<file path="src/rtl/edd_pkg.sv">
// Shared constants, types and register codes for the error diffusion dither.
`default_nettype none
package edd_pkg;

   localparam int PIX_W     = 8;
   localparam int CFG_W     = 9;
   localparam int CSR_IDX_W = 2;
   localparam int ROW_W     = 8;
   localparam int ERR_W     = 5;
   localparam int ROW_ERR_W = 9;
   localparam int ACC_W     = 14;

   localparam int MAX_WIDTH_DEF    = 256;
   localparam int MAX_HEIGHT       = 256;
   localparam int CFG_WIDTH_RESET  = 256;
   localparam int CFG_HEIGHT_RESET = 256;

   // floor(x / 3) for x below 2046 as (x * 683) >> 11
   localparam int GRAY_RECIP = 683;
   localparam int GRAY_SHIFT = 11;
   localparam int SUM_W      = PIX_W + 2;
   localparam int PROD_W     = SUM_W + 10;

   localparam logic [PIX_W-1:0] LEVEL_MAX = 8'd240;

   localparam logic [CSR_IDX_W-1:0] REG_IMAGE_WIDTH  = 2'd0;
   localparam logic [CSR_IDX_W-1:0] REG_IMAGE_HEIGHT = 2'd1;

   typedef logic signed [ERR_W-1:0]     err_type;
   typedef logic signed [ROW_ERR_W-1:0] row_err_type;

   typedef struct packed {
      logic first_row;
      logic col_zero;
      logic last_col;
      logic last_row;
   } pos_type;

endpackage
`default_nettype wire

</file>
<file path="src/rtl/edd_req_if.sv">
// Input pixel channel: valid, ready and one RGB word.
`default_nettype none
interface edd_req_if;
   import edd_pkg::*;
   logic             valid;
   logic             ready;
   logic [PIX_W-1:0] red;
   logic [PIX_W-1:0] green;
   logic [PIX_W-1:0] blue;
   modport source (output valid, red, green, blue, input ready);
   modport sink   (input valid, red, green, blue, output ready);
endinterface
`default_nettype wire

</file>
<file path="src/rtl/edd_rsp_if.sv">
// Result channel: valid, ready and one dithered gray word.
`default_nettype none
interface edd_rsp_if;
   import edd_pkg::*;
   logic             valid;
   logic             ready;
   logic [PIX_W-1:0] gray_level;
   logic             frame_last;
   modport source (output valid, gray_level, frame_last, input ready);
   modport sink   (input valid, gray_level, frame_last, output ready);
endinterface
`default_nettype wire

</file>
<file path="src/rtl/edd_line_ram.sv">
// Error line memory: one write port, one read port with registered data.
`default_nettype none
module edd_line_ram #(
   parameter int DEPTH = 256,
   parameter int DATA_W = 9
) (
   input  wire logic                     clock,
   input  wire logic                     wr_en,
   input  wire logic [$clog2(DEPTH)-1:0] wr_addr,
   input  wire logic [DATA_W-1:0]        wr_data,
   input  wire logic                     rd_en,
   input  wire logic [$clog2(DEPTH)-1:0] rd_addr,
   output logic      [DATA_W-1:0]        rd_data
);

   logic [DATA_W-1:0] mem [DEPTH];
   logic [DATA_W-1:0] rd_data_ff;

   always_ff @(posedge clock) begin
      if (wr_en) begin
         mem[wr_addr] <= wr_data;
      end
   end

   // read returns the old word on a same-address write
   always_ff @(posedge clock) begin
      if (rd_en) begin
         rd_data_ff <= mem[rd_addr];
      end
   end

   assign rd_data = rd_data_ff;

endmodule
`default_nettype wire

</file>
<file path="src/rtl/edd_quant.sv">
// Adds diffused error to a gray value and quantizes it to sixteen levels.
`default_nettype none
module edd_quant (
   input  wire logic [edd_pkg::PIX_W-1:0] gray,
   input  wire edd_pkg::err_type          prev_err,
   input  wire edd_pkg::row_err_type      row_err,
   output logic      [edd_pkg::PIX_W-1:0] level,
   output edd_pkg::err_type               err
);
   import edd_pkg::*;

   logic signed [ACC_W-1:0] acc;
   logic signed [ACC_W-1:0] prev_ext;
   logic [PIX_W-1:0]        sat;
   logic [PIX_W:0]          rounded;
   logic signed [PIX_W+1:0] diff;

   always_comb begin
      prev_ext = ACC_W'(prev_err);
      // gray in sixteenths, plus 7/16 from the left and the line share
      acc = $signed({2'b00, gray, 4'b0000}) + (prev_ext <<< 3) - prev_ext
            + ACC_W'(row_err);
      if (acc[ACC_W-1]) begin
         sat = '0;
      end else if (|acc[ACC_W-2:PIX_W+4]) begin
         sat = '1;
      end else begin
         sat = acc[PIX_W+3:4];
      end
      rounded = {1'b0, sat} + (PIX_W+1)'(8);
      // cap at the top level instead of wrapping
      if (rounded[PIX_W]) begin
         level = LEVEL_MAX;
      end else begin
         level = {rounded[PIX_W-1:4], 4'b0000};
      end
      diff = $signed({2'b00, sat}) - $signed({2'b00, level});
      err  = diff[ERR_W-1:0];
   end

endmodule
`default_nettype wire

</file>
<file path="src/rtl/error_diffusion_dither_top.sv">
// Top level: raster control, error line read-modify-write and output stage.
// A pixel word accepted on req is held in the compute stage register, then in the
// output stage register, before it shows on rsp. One pixel per cycle while rsp is not
// stalled, set by the carry of the right-hand error and one line RAM read plus one write per pixel.
// Reset (synchronous): clears counters, handshake state and width/height to
// 256; the line RAM is not cleared, the first row of a frame ignores it.
`default_nettype none
module error_diffusion_dither_top #(
   parameter int MAX_WIDTH = edd_pkg::MAX_WIDTH_DEF
) (
   input  wire logic                          clock,
   input  wire logic                          reset,
   edd_req_if.sink                            req_chan,
   edd_rsp_if.source                          rsp_chan,
   input  wire logic                          csr_we,
   input  wire logic [edd_pkg::CSR_IDX_W-1:0] csr_index,
   input  wire logic [edd_pkg::CFG_W-1:0]     csr_wdata
);
   import edd_pkg::*;

   localparam int COL_W = $clog2(MAX_WIDTH);
   localparam int RST_WIDTH = (CFG_WIDTH_RESET > MAX_WIDTH) ? MAX_WIDTH : CFG_WIDTH_RESET;
   localparam logic [COL_W-1:0] WIDTH_IDX_RST = COL_W'(RST_WIDTH - 1);
   localparam logic [ROW_W-1:0] HEIGHT_IDX_RST = ROW_W'(CFG_HEIGHT_RESET - 1);

   // raster control
   logic [COL_W-1:0] width_idx_ff, width_idx_in;
   logic [ROW_W-1:0] height_idx_ff, height_idx_in;
   logic [COL_W-1:0] col_ff, col_in;
   logic [ROW_W-1:0] row_ff, row_in;

   // compute stage
   logic             b_valid_ff, b_valid_in;
   logic [PIX_W-1:0] b_gray_ff, b_gray_in;
   logic [COL_W-1:0] b_col_ff, b_col_in;
   pos_type          b_pos_ff, b_pos_in;
   logic             fwd_ff, fwd_in;
   row_err_type      fwd_data_ff, fwd_data_in;
   err_type          e_prev_ff, e_prev_in;
   row_err_type      pend_ff, pend_in;
   row_err_type      tail_ff, tail_in;

   // output stage
   logic             out_valid_ff, out_valid_in;
   logic [PIX_W-1:0] out_level_ff, out_level_in;
   logic             out_last_ff, out_last_in;

   logic              csr_hit;
   logic              acc_go;
   logic              b_fire;
   pos_type           pos;
   logic [SUM_W-1:0]  rgb_sum;
   logic [PROD_W-1:0] rgb_prod;
   logic              wen;
   logic [COL_W-1:0]  waddr;
   row_err_type       wdata;
   logic [ROW_ERR_W-1:0] ram_q;
   row_err_type       row_err;
   err_type           prev_err;
   err_type           err;
   logic [PIX_W-1:0]  level;
   row_err_type       err9;
   row_err_type       spread;

   assign csr_hit = csr_we && (csr_index == REG_IMAGE_WIDTH || csr_index == REG_IMAGE_HEIGHT);
   assign b_fire  = b_valid_ff && (!out_valid_ff || rsp_chan.ready);
   assign req_chan.ready = !reset && (!b_valid_ff || b_fire);
   assign acc_go  = req_chan.valid && req_chan.ready;

   assign pos.first_row = (row_ff == '0);
   assign pos.col_zero  = (col_ff == '0);
   assign pos.last_col  = (col_ff == width_idx_ff);
   assign pos.last_row  = (row_ff == height_idx_ff);

   assign rgb_sum  = SUM_W'(req_chan.red) + SUM_W'(req_chan.green) + SUM_W'(req_chan.blue);
   assign rgb_prod = PROD_W'(rgb_sum) * PROD_W'(GRAY_RECIP);

   always_comb begin
      width_idx_in  = width_idx_ff;
      height_idx_in = height_idx_ff;
      if (csr_we && csr_index == REG_IMAGE_WIDTH) begin
         if (csr_wdata == '0) begin
            width_idx_in = '0;
         end else if (int'(csr_wdata) > MAX_WIDTH) begin
            width_idx_in = COL_W'(MAX_WIDTH - 1);
         end else begin
            width_idx_in = COL_W'(csr_wdata - 1'b1);
         end
      end
      if (csr_we && csr_index == REG_IMAGE_HEIGHT) begin
         if (csr_wdata == '0) begin
            height_idx_in = '0;
         end else if (int'(csr_wdata) > MAX_HEIGHT) begin
            height_idx_in = ROW_W'(MAX_HEIGHT - 1);
         end else begin
            height_idx_in = ROW_W'(csr_wdata - 1'b1);
         end
      end
   end

   // advance the raster position on each accepted word; restart on a width or height register write
   always_comb begin
      col_in = col_ff;
      row_in = row_ff;
      if (csr_hit) begin
         col_in = '0;
         row_in = '0;
      end else if (acc_go) begin
         if (pos.last_col) begin
            col_in = '0;
            row_in = pos.last_row ? '0 : row_ff + 1'b1;
         end else begin
            col_in = col_ff + 1'b1;
         end
      end
   end

   // line share: the last column lives in a register, the first row reads zero
   always_comb begin
      if (b_pos_ff.first_row) begin
         row_err = '0;
      end else if (b_pos_ff.last_col) begin
         row_err = tail_ff;
      end else if (fwd_ff) begin
         row_err = fwd_data_ff;
      end else begin
         row_err = $signed(ram_q);
      end
      prev_err = b_pos_ff.col_zero ? err_type'(0) : e_prev_ff;
   end

   edd_quant u_quant (
      .gray     (b_gray_ff),
      .prev_err (prev_err),
      .row_err  (row_err),
      .level    (level),
      .err      (err)
   );

   always_comb begin
      err9   = ROW_ERR_W'(err);
      spread = (err9 <<< 2) + err9 + ROW_ERR_W'(prev_err);
      wdata  = pend_ff + (err9 <<< 1) + err9;
      wen    = b_fire && !b_pos_ff.col_zero;
      waddr  = b_col_ff - 1'b1;
   end

   edd_line_ram #(
      .DEPTH  (MAX_WIDTH),
      .DATA_W (ROW_ERR_W)
   ) u_line_ram (
      .clock   (clock),
      .wr_en   (wen),
      .wr_addr (waddr),
      .wr_data (wdata),
      .rd_en   (acc_go),
      .rd_addr (col_ff),
      .rd_data (ram_q)
   );

   always_comb begin
      b_valid_in  = b_valid_ff;
      b_gray_in   = b_gray_ff;
      b_col_in    = b_col_ff;
      b_pos_in    = b_pos_ff;
      fwd_in      = fwd_ff;
      fwd_data_in = fwd_data_ff;
      if (b_fire) begin
         b_valid_in = 1'b0;
         fwd_in     = 1'b0;
      end
      if (acc_go) begin
         b_valid_in  = 1'b1;
         b_gray_in   = rgb_prod[GRAY_SHIFT+PIX_W-1:GRAY_SHIFT];
         b_col_in    = col_ff;
         b_pos_in    = pos;
         // bypass a write landing on the entry read at the same edge
         fwd_in      = wen && (waddr == col_ff);
         fwd_data_in = wdata;
      end
      e_prev_in = b_fire ? err : e_prev_ff;
      pend_in   = b_fire ? spread : pend_ff;
      tail_in   = (b_fire && b_pos_ff.last_col) ? spread : tail_ff;

      out_valid_in = out_valid_ff;
      out_level_in = out_level_ff;
      out_last_in  = out_last_ff;
      if (rsp_chan.ready) begin
         out_valid_in = 1'b0;
      end
      if (b_fire) begin
         out_valid_in = 1'b1;
         out_level_in = level;
         out_last_in  = b_pos_ff.last_col && b_pos_ff.last_row;
      end
   end

   always_ff @(posedge clock) begin
      if (reset) begin
         width_idx_ff  <= WIDTH_IDX_RST;
         height_idx_ff <= HEIGHT_IDX_RST;
         col_ff        <= '0;
         row_ff        <= '0;
         b_valid_ff    <= 1'b0;
         fwd_ff        <= 1'b0;
         out_valid_ff  <= 1'b0;
      end else begin
         width_idx_ff  <= width_idx_in;
         height_idx_ff <= height_idx_in;
         col_ff        <= col_in;
         row_ff        <= row_in;
         b_valid_ff    <= b_valid_in;
         fwd_ff        <= fwd_in;
         out_valid_ff  <= out_valid_in;
      end
   end

   always_ff @(posedge clock) begin
      b_gray_ff    <= b_gray_in;
      b_col_ff     <= b_col_in;
      b_pos_ff     <= b_pos_in;
      fwd_data_ff  <= fwd_data_in;
      e_prev_ff    <= e_prev_in;
      pend_ff      <= pend_in;
      tail_ff      <= tail_in;
      out_level_ff <= out_level_in;
      out_last_ff  <= out_last_in;
   end

   assign rsp_chan.valid      = out_valid_ff;
   assign rsp_chan.gray_level = out_level_ff;
   assign rsp_chan.frame_last = out_last_ff;

   a_fwd_has_pixel : assert property (@(posedge clock) disable iff (reset)
      fwd_ff |-> b_valid_ff)
      else $error("bypass flag set with no pixel in the compute stage");

   a_col_in_row : assert property (@(posedge clock) disable iff (reset)
      col_ff <= width_idx_ff)
      else $error("column counter beyond row width");

   a_row_wrap : assert property (@(posedge clock) disable iff (reset)
      acc_go && pos.last_col |=> col_ff == '0)
      else $error("column counter did not wrap after last column");

   a_level_step : assert property (@(posedge clock) disable iff (reset)
      rsp_chan.valid |-> rsp_chan.gray_level[3:0] == 4'd0)
      else $error("output level is not a multiple of 16");

endmodule
`default_nettype wire

</file>
<file path="src/flat_wrapper.sv">
// flat-port wrapper written by rule: the top's interface ports become plain ports
module error_diffusion_dither_top_flat import edd_pkg::*;
#(
   parameter int MAX_WIDTH = edd_pkg::MAX_WIDTH_DEF
)
  (clock, reset, csr_we, csr_index, csr_wdata, req_chan_valid, req_chan_red, req_chan_green, req_chan_blue, req_chan_ready, rsp_chan_valid, rsp_chan_gray_level, rsp_chan_frame_last, rsp_chan_ready);
  edd_req_if req_chan_i ();
  edd_rsp_if rsp_chan_i ();
  input  wire logic clock;
  input  wire logic reset;
  input  wire logic csr_we;
  input  wire logic [edd_pkg::CSR_IDX_W-1:0] csr_index;
  input  wire logic [edd_pkg::CFG_W-1:0] csr_wdata;
  input wire logic [$bits(req_chan_i.valid)-1:0] req_chan_valid;
  input wire logic [$bits(req_chan_i.red)-1:0] req_chan_red;
  input wire logic [$bits(req_chan_i.green)-1:0] req_chan_green;
  input wire logic [$bits(req_chan_i.blue)-1:0] req_chan_blue;
  output wire logic [$bits(req_chan_i.ready)-1:0] req_chan_ready;
  output wire logic [$bits(rsp_chan_i.valid)-1:0] rsp_chan_valid;
  output wire logic [$bits(rsp_chan_i.gray_level)-1:0] rsp_chan_gray_level;
  output wire logic [$bits(rsp_chan_i.frame_last)-1:0] rsp_chan_frame_last;
  input wire logic [$bits(rsp_chan_i.ready)-1:0] rsp_chan_ready;
  assign req_chan_i.valid = req_chan_valid;
  assign req_chan_i.red = req_chan_red;
  assign req_chan_i.green = req_chan_green;
  assign req_chan_i.blue = req_chan_blue;
  assign req_chan_ready = req_chan_i.ready;
  assign rsp_chan_valid = rsp_chan_i.valid;
  assign rsp_chan_gray_level = rsp_chan_i.gray_level;
  assign rsp_chan_frame_last = rsp_chan_i.frame_last;
  assign rsp_chan_i.ready = rsp_chan_ready;
  error_diffusion_dither_top #(.MAX_WIDTH(MAX_WIDTH)) u_core (.clock(clock), .reset(reset), .req_chan(req_chan_i), .rsp_chan(rsp_chan_i), .csr_we(csr_we), .csr_index(csr_index), .csr_wdata(csr_wdata));
endmodule
</file>
<file path="config.mk">
export PLATFORM = sky130hd
export DESIGN_NAME = error_diffusion_dither_top_flat
export DESIGN_NICKNAME = d
export VERILOG_FILES = /design/src/rtl/edd_pkg.sv /design/src/rtl/edd_req_if.sv /design/src/rtl/edd_rsp_if.sv /design/src/rtl/edd_line_ram.sv /design/src/rtl/edd_quant.sv /design/src/rtl/error_diffusion_dither_top.sv /design/src/flat_wrapper.sv
export SDC_FILE = /design/constraint.sdc
export NUM_CORES = 2
export LEC_CHECK = 0
export BUFFER_PORTS_ARGS = -buffer_cell sky130_fd_sc_hd__buf_2
export CORE_AREA = 5 5 409 411
export CTS_BUF_LIST = sky130_fd_sc_hd__clkbuf_8
export DETAILED_ROUTE_END_ITERATION = 8
export DIE_AREA = 0 0 414 416
export PLACE_DENSITY = 0.76
export SYNTH_ARGS = -nofsm -noshare
export SYNTH_HDL_FRONTEND = slang
export SYNTH_SLANG_ARGS = --single-unit
</file>
<file path="constraint.sdc">
create_clock -name clock -period 44.9 [get_ports clock]
set_input_delay 4.49 -clock clock [delete_from_list [all_inputs] [get_ports clock]]
set_output_delay 4.49 -clock clock [all_outputs]
set_load 0.02 [all_outputs]
</file>
# After elaboration in Yosys (flattened, before gate mapping)
# Memories as Yosys holds them, arrays and structs flattened. A register that Yosys moved wholly into a read port is not among the register bits.
# Index checks and enable logic that the tools add are counted.
[totals] out_inout_bits=11 n_memories=1 mem_bits_rw=2304 in_bits=40 wordCells=84 register_bits=96
[mem_list] memory="u_core.u_line_ram.mem" depth=256 word_bits=9 rd=1 rd_ports_with_merged_regs=1 wr=1 line_no="edd_line_ram.sv:16" rtl="logic [DATA_W-1:0] mem [DEPTH];"
[classes] mul=1 order_cmp=1 eq_ne=4 mux=18 reduce_logical=25 n_addsub=15
[op_table] op="8-bit 2-to-1 mux" count=7
[op_table] op="9-bit 2-to-1 mux" count=3
[op_table] op="8-bit == test" count=3
[op_table] op="10-bit by 10-bit multiplier with 19-bit output (second input constant)" count=1
[op_table] op="8-bit by 1-bit adder with 8-bit output (second input constant)" count=2
[op_table] op="8-bit logical NOT" count=2
[op_table] op="8-bit by 1-bit subtractor with 8-bit output (second input constant)" count=2
[op_table] op="13-bit by 8-bit adder with 14-bit output" count=1
[op_table] op="14-bit by 9-bit adder with 14-bit output" count=1
[op_table] op="14-bit by 5-bit subtractor with 14-bit output" count=1
[op_table] op="10-bit by 8-bit adder with 10-bit output" count=1
[op_table] op="1-bit logical AND" count=10
[op_table] op="8-bit by 4-bit adder with 9-bit output (second input constant)" count=1
[op_table] op="8-bit by 5-bit adder with 9-bit output" count=1
[op_table] op="8-bit by 8-bit adder with 9-bit output" count=1
[op_table] op="9-bit by 5-bit adder with 9-bit output" count=1
[op_table] op="9-bit by 6-bit adder with 9-bit output" count=1
[op_table] op="9-bit greater-than comparator (second input constant)" count=1
[op_table] op="9-bit logical NOT" count=1
[op_table] op="7-bit by 5-bit adder with 8-bit output" count=1
[op_table] op="1-bit 2-to-1 mux" count=7
[op_table] op="5-bit 2-to-1 mux" count=1
[op_table] op="5-bit subtractor" count=1
[op_table] op="1-bit logical NOT" count=4
[op_table] op="other kinds (6)" count=9

# Logic depth before layout (Yosys ltp)
[depth] depth_word=11 ltp_mapped=30 ltp_nobuf=30

# Hierarchy
# From an unflattened synthesis, not the netlist that was laid out.
[unflattened] cells_unflattened=5072 area_unflattened_um2=97772.5
[modules_own_cells] module="edd_line_ram" seq_area_each_um2=69456.6 instances=1 cells_per_inst=4237 area_each_um2=89368.2
[modules_own_cells] module="error_diffusion_dither_top" seq_area_each_um2=2532.4 instances=1 cells_per_inst=678 area_each_um2=7179.4
[modules_own_cells] module="edd_quant" seq_area_each_um2=0.0 instances=1 cells_per_inst=157 area_each_um2=1224.9

# Least setup slack after synthesis
# No wires, ideal clock.
[synth_timing] kind="flip-flop to flip-flop" startpoint="register u_core.b_pos_ff[1] (netlist bit)" endpoint="register u_core.fwd_data_ff[7] (data pin)" slack_ns=30.156 setup_time_ns=1.652 t_arrival_ns=13.092 period_less_slack_ns=14.744 required_time_ns=43.248 n_path_buf=2 path_stages_with_launch=28 path_cell_list="edfxtp_1 -> clkbuf_1 -> clkbuf_1 -> a21oi_1 -> nor2_1 -> fa_1 -> inv_1 -> fa_1 -> inv_1 -> ha_1 -> a21o_1 -> a21o_1 -> a21o_1 -> o31a_1 -> a21oi_1 -> xnor2_1 -> o21ai_0 -> inv_1 -> fa_1 -> ha_1 -> inv_1 -> fa_1 -> nor2b_1 -> o21ai_0 -> nand2b_1 -> a21o_1 -> nand2_1 -> xnor2_1"
[synth_via] word_cells_on_any_way=10 classes_between="add/sub: 5; mux: 5"
[synth_lines] item="start: declaration" line_no="error_diffusion_dither_top.sv:36" rtl="pos_type b_pos_ff, b_pos_in;"
[synth_lines] item="start signal: assignment" line_no="error_diffusion_dither_top.sv:221" rtl="b_pos_ff <= b_pos_in;"
[synth_lines] item="9-bit 2-to-1 mux *" line_no="error_diffusion_dither_top.sv:122" rtl="end else if (b_pos_ff.last_col) begin"
[synth_lines] item="9-bit 2-to-1 mux *" line_no="error_diffusion_dither_top.sv:120" rtl="if (b_pos_ff.first_row) begin"
[synth_lines] item="14-bit by 9-bit adder with 14-bit output *" line_no="edd_quant.sv:22" rtl="+ ACC_W'(row_err);"
[synth_lines] item="8-bit 2-to-1 mux" line_no="edd_quant.sv:25" rtl="end else if (|acc[ACC_W-2:PIX_W+4]) begin"
[synth_lines] item="8-bit 2-to-1 mux *" line_no="edd_quant.sv:23" rtl="if (acc[ACC_W-1]) begin"
[synth_lines] item="5-bit subtractor *" line_no="edd_quant.sv:37" rtl="diff = $signed({2'b00, sat}) - $signed({2'b00, level});"
[synth_lines] item="net u_core.err[1]" line_no="error_diffusion_dither_top.sv:60" rtl="err_type err;"
[synth_lines] item="9-bit by 6-bit adder with 9-bit output" line_no="error_diffusion_dither_top.sv:143" rtl="wdata = pend_ff + (err9 <<< 1) + err9;"
[synth_lines] item="9-bit by 5-bit adder with 9-bit output *" line_no="error_diffusion_dither_top.sv:143"
[synth_lines] item="net u_core.u_line_ram.wr_data[7]" line_no="edd_line_ram.sv:10" rtl="input wire logic [DATA_W-1:0] wr_data,"
[synth_lines] item="end signal: assignment" line_no="error_diffusion_dither_top.sv:222" rtl="fwd_data_ff <= fwd_data_in;"
[synth_lines] item="end: declaration" line_no="error_diffusion_dither_top.sv:38" rtl="row_err_type fwd_data_ff, fwd_data_in;"
# The timed path passes the listed nets; every way through them passes the cells marked *.
# A chain may end at the register's enable or synchronous reset.

# Final worst setup path
[layout_timing] startpoint="input req_chan_green[0]" endpoint="register u_core.b_gray_ff[7] (data pin)"
[layout_via] elab_chain_cells=3
[layout_rtl] item="start: declaration" line_no="flat_wrapper.sv:16" rtl="input wire logic [$bits(req_chan_i.green)-1:0] req_chan_green;"
[layout_rtl] item="8-bit by 8-bit adder with 9-bit output" line_no="error_diffusion_dither_top.sv:75" rtl="assign rgb_sum = SUM_W'(req_chan.red) + SUM_W'(req_chan.green) + SUM_W'(req_chan.blue);"
[layout_rtl] item="10-bit by 8-bit adder with 10-bit output" line_no="error_diffusion_dither_top.sv:75"
[layout_rtl] item="10-bit by 10-bit multiplier with 19-bit output" line_no="error_diffusion_dither_top.sv:76" rtl="assign rgb_prod = PROD_W'(rgb_sum) * PROD_W'(GRAY_RECIP);"
[layout_rtl] item="net u_core.rgb_prod[18]" line_no="error_diffusion_dither_top.sv:53" rtl="logic [PROD_W-1:0] rgb_prod;"
[layout_rtl] item="end signal: assignment" line_no="error_diffusion_dither_top.sv:219" rtl="b_gray_ff <= b_gray_in;"
[layout_rtl] item="end: declaration" line_no="error_diffusion_dither_top.sv:34" rtl="logic [PIX_W-1:0] b_gray_ff, b_gray_in;"
# The timed path passes the listed nets, and every way through them passes these cells.

==> results.py <==
metrics = {
    "sta": {
        "skew_ns": 0.0688,
        "worstMarginPinSlew_ns": 1.22,
        "timing.hold.ws_ns": 0.483,
        "finalSetupViolCount": 0,
        "fin_tns_setup_ns": 0,
        "final-hold-violation-count": 0,
        "drv_slew": 0,
        "max_freq_ghz": 0.0925,
        "timing.slew.headroom": 0.184,
        "min_period_over_period": 0.241,
        "grt_setup_unrepaired": "no",
        "min_period_ns": 10.82,
    },
    "route": {
        "drc": 0,
        "routed_wl_um": 225000,
        "num_vias": 48100,
        "vias_per_cell": 6.56,
        "first_pass_iters": 9,
        "routedWlPerCell_um": 30.7,
        "ant_nets": 0,
        "drt_iter0_drc": 6610,
    },
    "final_layout": {
        "multi_input_area_um2": 23900,
        "final_util": 0.650,
        "fill_cells": 10600,
        "nNetsFinal": 5088,
        "drive_gt1_frac": 0.252,
        "syn_to_final_growth_pct": 9.46,
        "stdcell_area_um2": 106000,
        "regArea_um2": 71900,
    },
    "grt": {
        "grt_pass1_wl_um": 332000,
        "antenna_found_initial": 7,
        "grt_pass1_vias": 48700,
        "grt_overflow": 0,
        "grtUsageTotal": 0.263,
        "grt_max_degree": 201,
    },
    "setup_path": {
        "critPathLaunchType": "input pin",
        "cp_max_fo": 3,
        "path_class": "input pin to flip-flop",
        "r2r_cells": 27,
        "worstPathArrival_ns": 11.59,
        "setup.worst_path.end_class": "flip-flop",
        "required_ns": 45.68,
    },
    "placed_design": {
        "io_buffers": 46,
        "detailed_place_hpwl_um": 136000,
        "gp_congestion": 0.890,
        "place_area_um2": 99800,
    },
    "die": {
        "fp.dieH_um": 416,
        "die_area_um2": 172000,
        "dieWidth_um": 414,
        "core_area_um2": 164000,
        "rows": 149,
        "pin_count": 51,
        "initial_utilization": 0.594,
    },
    "yosys": {
        "syn_inst": 4621,
        "synth_top_area_cell": "edfxtp_1",
        "syn-cell-area_um2": 97100,
        "yosysTopAreaCellShare": 0.733,
        "ys_types": 73,
        "async_flop_share": 0,
        "avgSynthCellArea_um2": 21.0,
        "dominantRegCellSynth": "edfxtp_1",
        "yosysWarnings": 0,
        "yosys-top-cells-area": "edfxtp_1 73%, mux4_2 16%, ha_1 1.5%",
        "yosysSeqAreaShare": 0.740,
        "synth_edf_count": 2370,
        "synth_seq_cells": 2405,
    },
    "worst_hold_path": {
        "hold_path.class": "flip-flop to flip-flop",
        "worstHoldPathCells": 1,
    },
    "clock_tree": {
        "numCtsBuffers": 381,
        "insertion_delay_ns": 1.07,
        "postCtsSetupBuffers": 0,
        "clk_path_buf_depth": 4,
        "cts-hold-fix-buffers": 0,
        "post_cts_resize_count": 0,
        "cts_root_buffer": "clkbuf_8",
        "clock_sinks": 2405,
        "cts.htree.levels": 5,
        "tritoncts": "done",
        "clkTransAtPathRegs_ns": 0.06,
    },
    "outcome": {
        "status": "finished clean",
    },
    "job": {
        "maxCapViolations": 0,
    },
}
==> critical path, cell delays in order <==
cell,delay [ns]
buf_2,0.08
ha_1,0.16
inv_1,0.06
fa_1,0.40
nor2b_1,0.13
o21ai_0,0.10
a21boi_0,0.26
nor2_1,0.10
ha_1,0.31
o21ai_0,0.11
a21boi_0,0.34
o21a_1,0.16
nor2_1,0.07
xnor2_1,0.43
ha_1,0.36
ha_1,0.31
fa_1,0.56
fa_1,0.43
fa_1,0.47
ha_1,0.32
a21oi_1,0.16
nand2_1,0.07
a211o_1,0.32
a221oi_1,0.38
a21oi_1,0.19
and4_1,0.24
a2111oi_0,0.47
xnor2_1,0.11
==> state kept, by name, summed over array words and instances (netlist names) <==
register                    count
u_core.b_valid_ff               1
u_core.b_gray_ff                8
u_core.e_prev_ff                5
u_core.height_idx_ff            8
u_core.fwd_data_ff              9
u_core.width_idx_ff             8
u_core.u_line_ram.mem        2304
u_core.u_line_ram.rd_data       9
u_core.rsp_chan.valid           1
u_core.fwd_ff                   1
u_core.b_pos_ff                 4
u_core.b_col_ff                 8
u_core.rsp_chan.frame_last      1
u_core.col_ff                   8
u_core.rsp_chan.gray_level      4
u_core.pend_ff                  9
u_core.row_ff                   8
u_core.tail_ff                  9
==> cell type report <==
type,instances,area share
well taps,2189,0.0258
multi-input cells,1884,0.225
clock buffers,387,0.0501
inverters,97,0.00349
flip-flops and latches,2405,0.676
repair buffers,119,0.00838
diodes,4,0.0000941
clock inverters,250,0.0110
==> final timing paths <==
check	from	to	slack, ns
worst min register to register	u_core.height_idx_ff[1]	u_core.height_idx_ff[1]	0.48
worst max-delay path	req_chan_green[0]	u_core.b_gray_ff[7]	34.08
worst max register to register	u_core.fwd_ff	u_core.u_line_ram.mem[92][8]	35.63
worst min-delay path	u_core.height_idx_ff[1]	u_core.height_idx_ff[1]	0.48
==> layout by cell type, fill, tap and decap left out, types with 9 or more instances in the layout <==
cell and count:
ha_1 117, a211oi_1 11, edfxtp_1 2370, clkinv_1 82
a221oi_1 12, dfxtp_1 28, inv_1 220, mux4_2 688
nand2b_1 21, nand3_2 16, a21o_1 16, mux2i_1 30
nor3_1 19, xnor2_1 52, o21ai_0 38, clkinv_2 28
o22ai_1 12, nor4_1 9, a21oi_1 62, nand2_1 90
nor2b_1 28, buf_12 9, nand3_1 32, clkbuf_8 387
xor2_1 39, buf_2 46, a22oi_1 37, nor2_1 347
nand4_1 9, a22o_1 9, buf_4 64, a211o_1 18
fa_1 41
==> cells by family (layout without fill, tap and decap cells) <==
family | after synthesis | in the layout | share of synthesized area
DFF | 2405 | 2405 | 0.740
muxes | 726 | 726 | 0.164
and+or+nand+nor | 615 | 615 | 0.0277
buffers and inverters | 335 | 853 | 0.0159
AOI/OAI and AO/OA | 280 | 280 | 0.0203
adders and majority gates | 161 | 161 | 0.0239
xor gates and xnor gates | 98 | 98 | 0.00891
other | 1 | 8 | 0.0000386
==> through the flow <==
stage               worst slack (ns)  instances
finish                         34.08       7335
global route                   33.57       7333
CTS                            34.17       7331
detailed placement             33.05       6694
global placement               33.15       6694
floorplan                      30.16       4624
==> metal layers <==
| layer | GRT usage | routed length, um | vias up |
|---|---|---|---|
| li1 | - | - | 19600 |
| met5 | 0 | 27 | - |
| met3 | 0.0718 | 24400 | 513 |
| met4 | 0.0923 | 8580 | 4 |
| met1 | 0.367 | 83800 | 25100 |
| met2 | 0.411 | 108000 | 2915 |
==> Yosys cell counts, types with 14 or more instances <==
master,n
edfxtp_1,2370
mux4_2,688
nor2_1,349
ha_1,119
clkbuf_1,109
inv_1,95
nand2_1,90
buf_2,66
a21oi_1,62
xnor2_1,56
nand3_1,48
fa_1,41
xor2_1,41
o21ai_0,38
a22oi_1,37
dfxtp_1,35
mux2i_1,30
nor2b_1,30
buf_4,27
buf_1,22
nand2b_1,21
nor3_1,19
a211o_1,18
a21o_1,16
buf_6,14
Power is not shown: default switching activity piles up to over one toggle a cycle in this logic, so the estimate is an artifact.
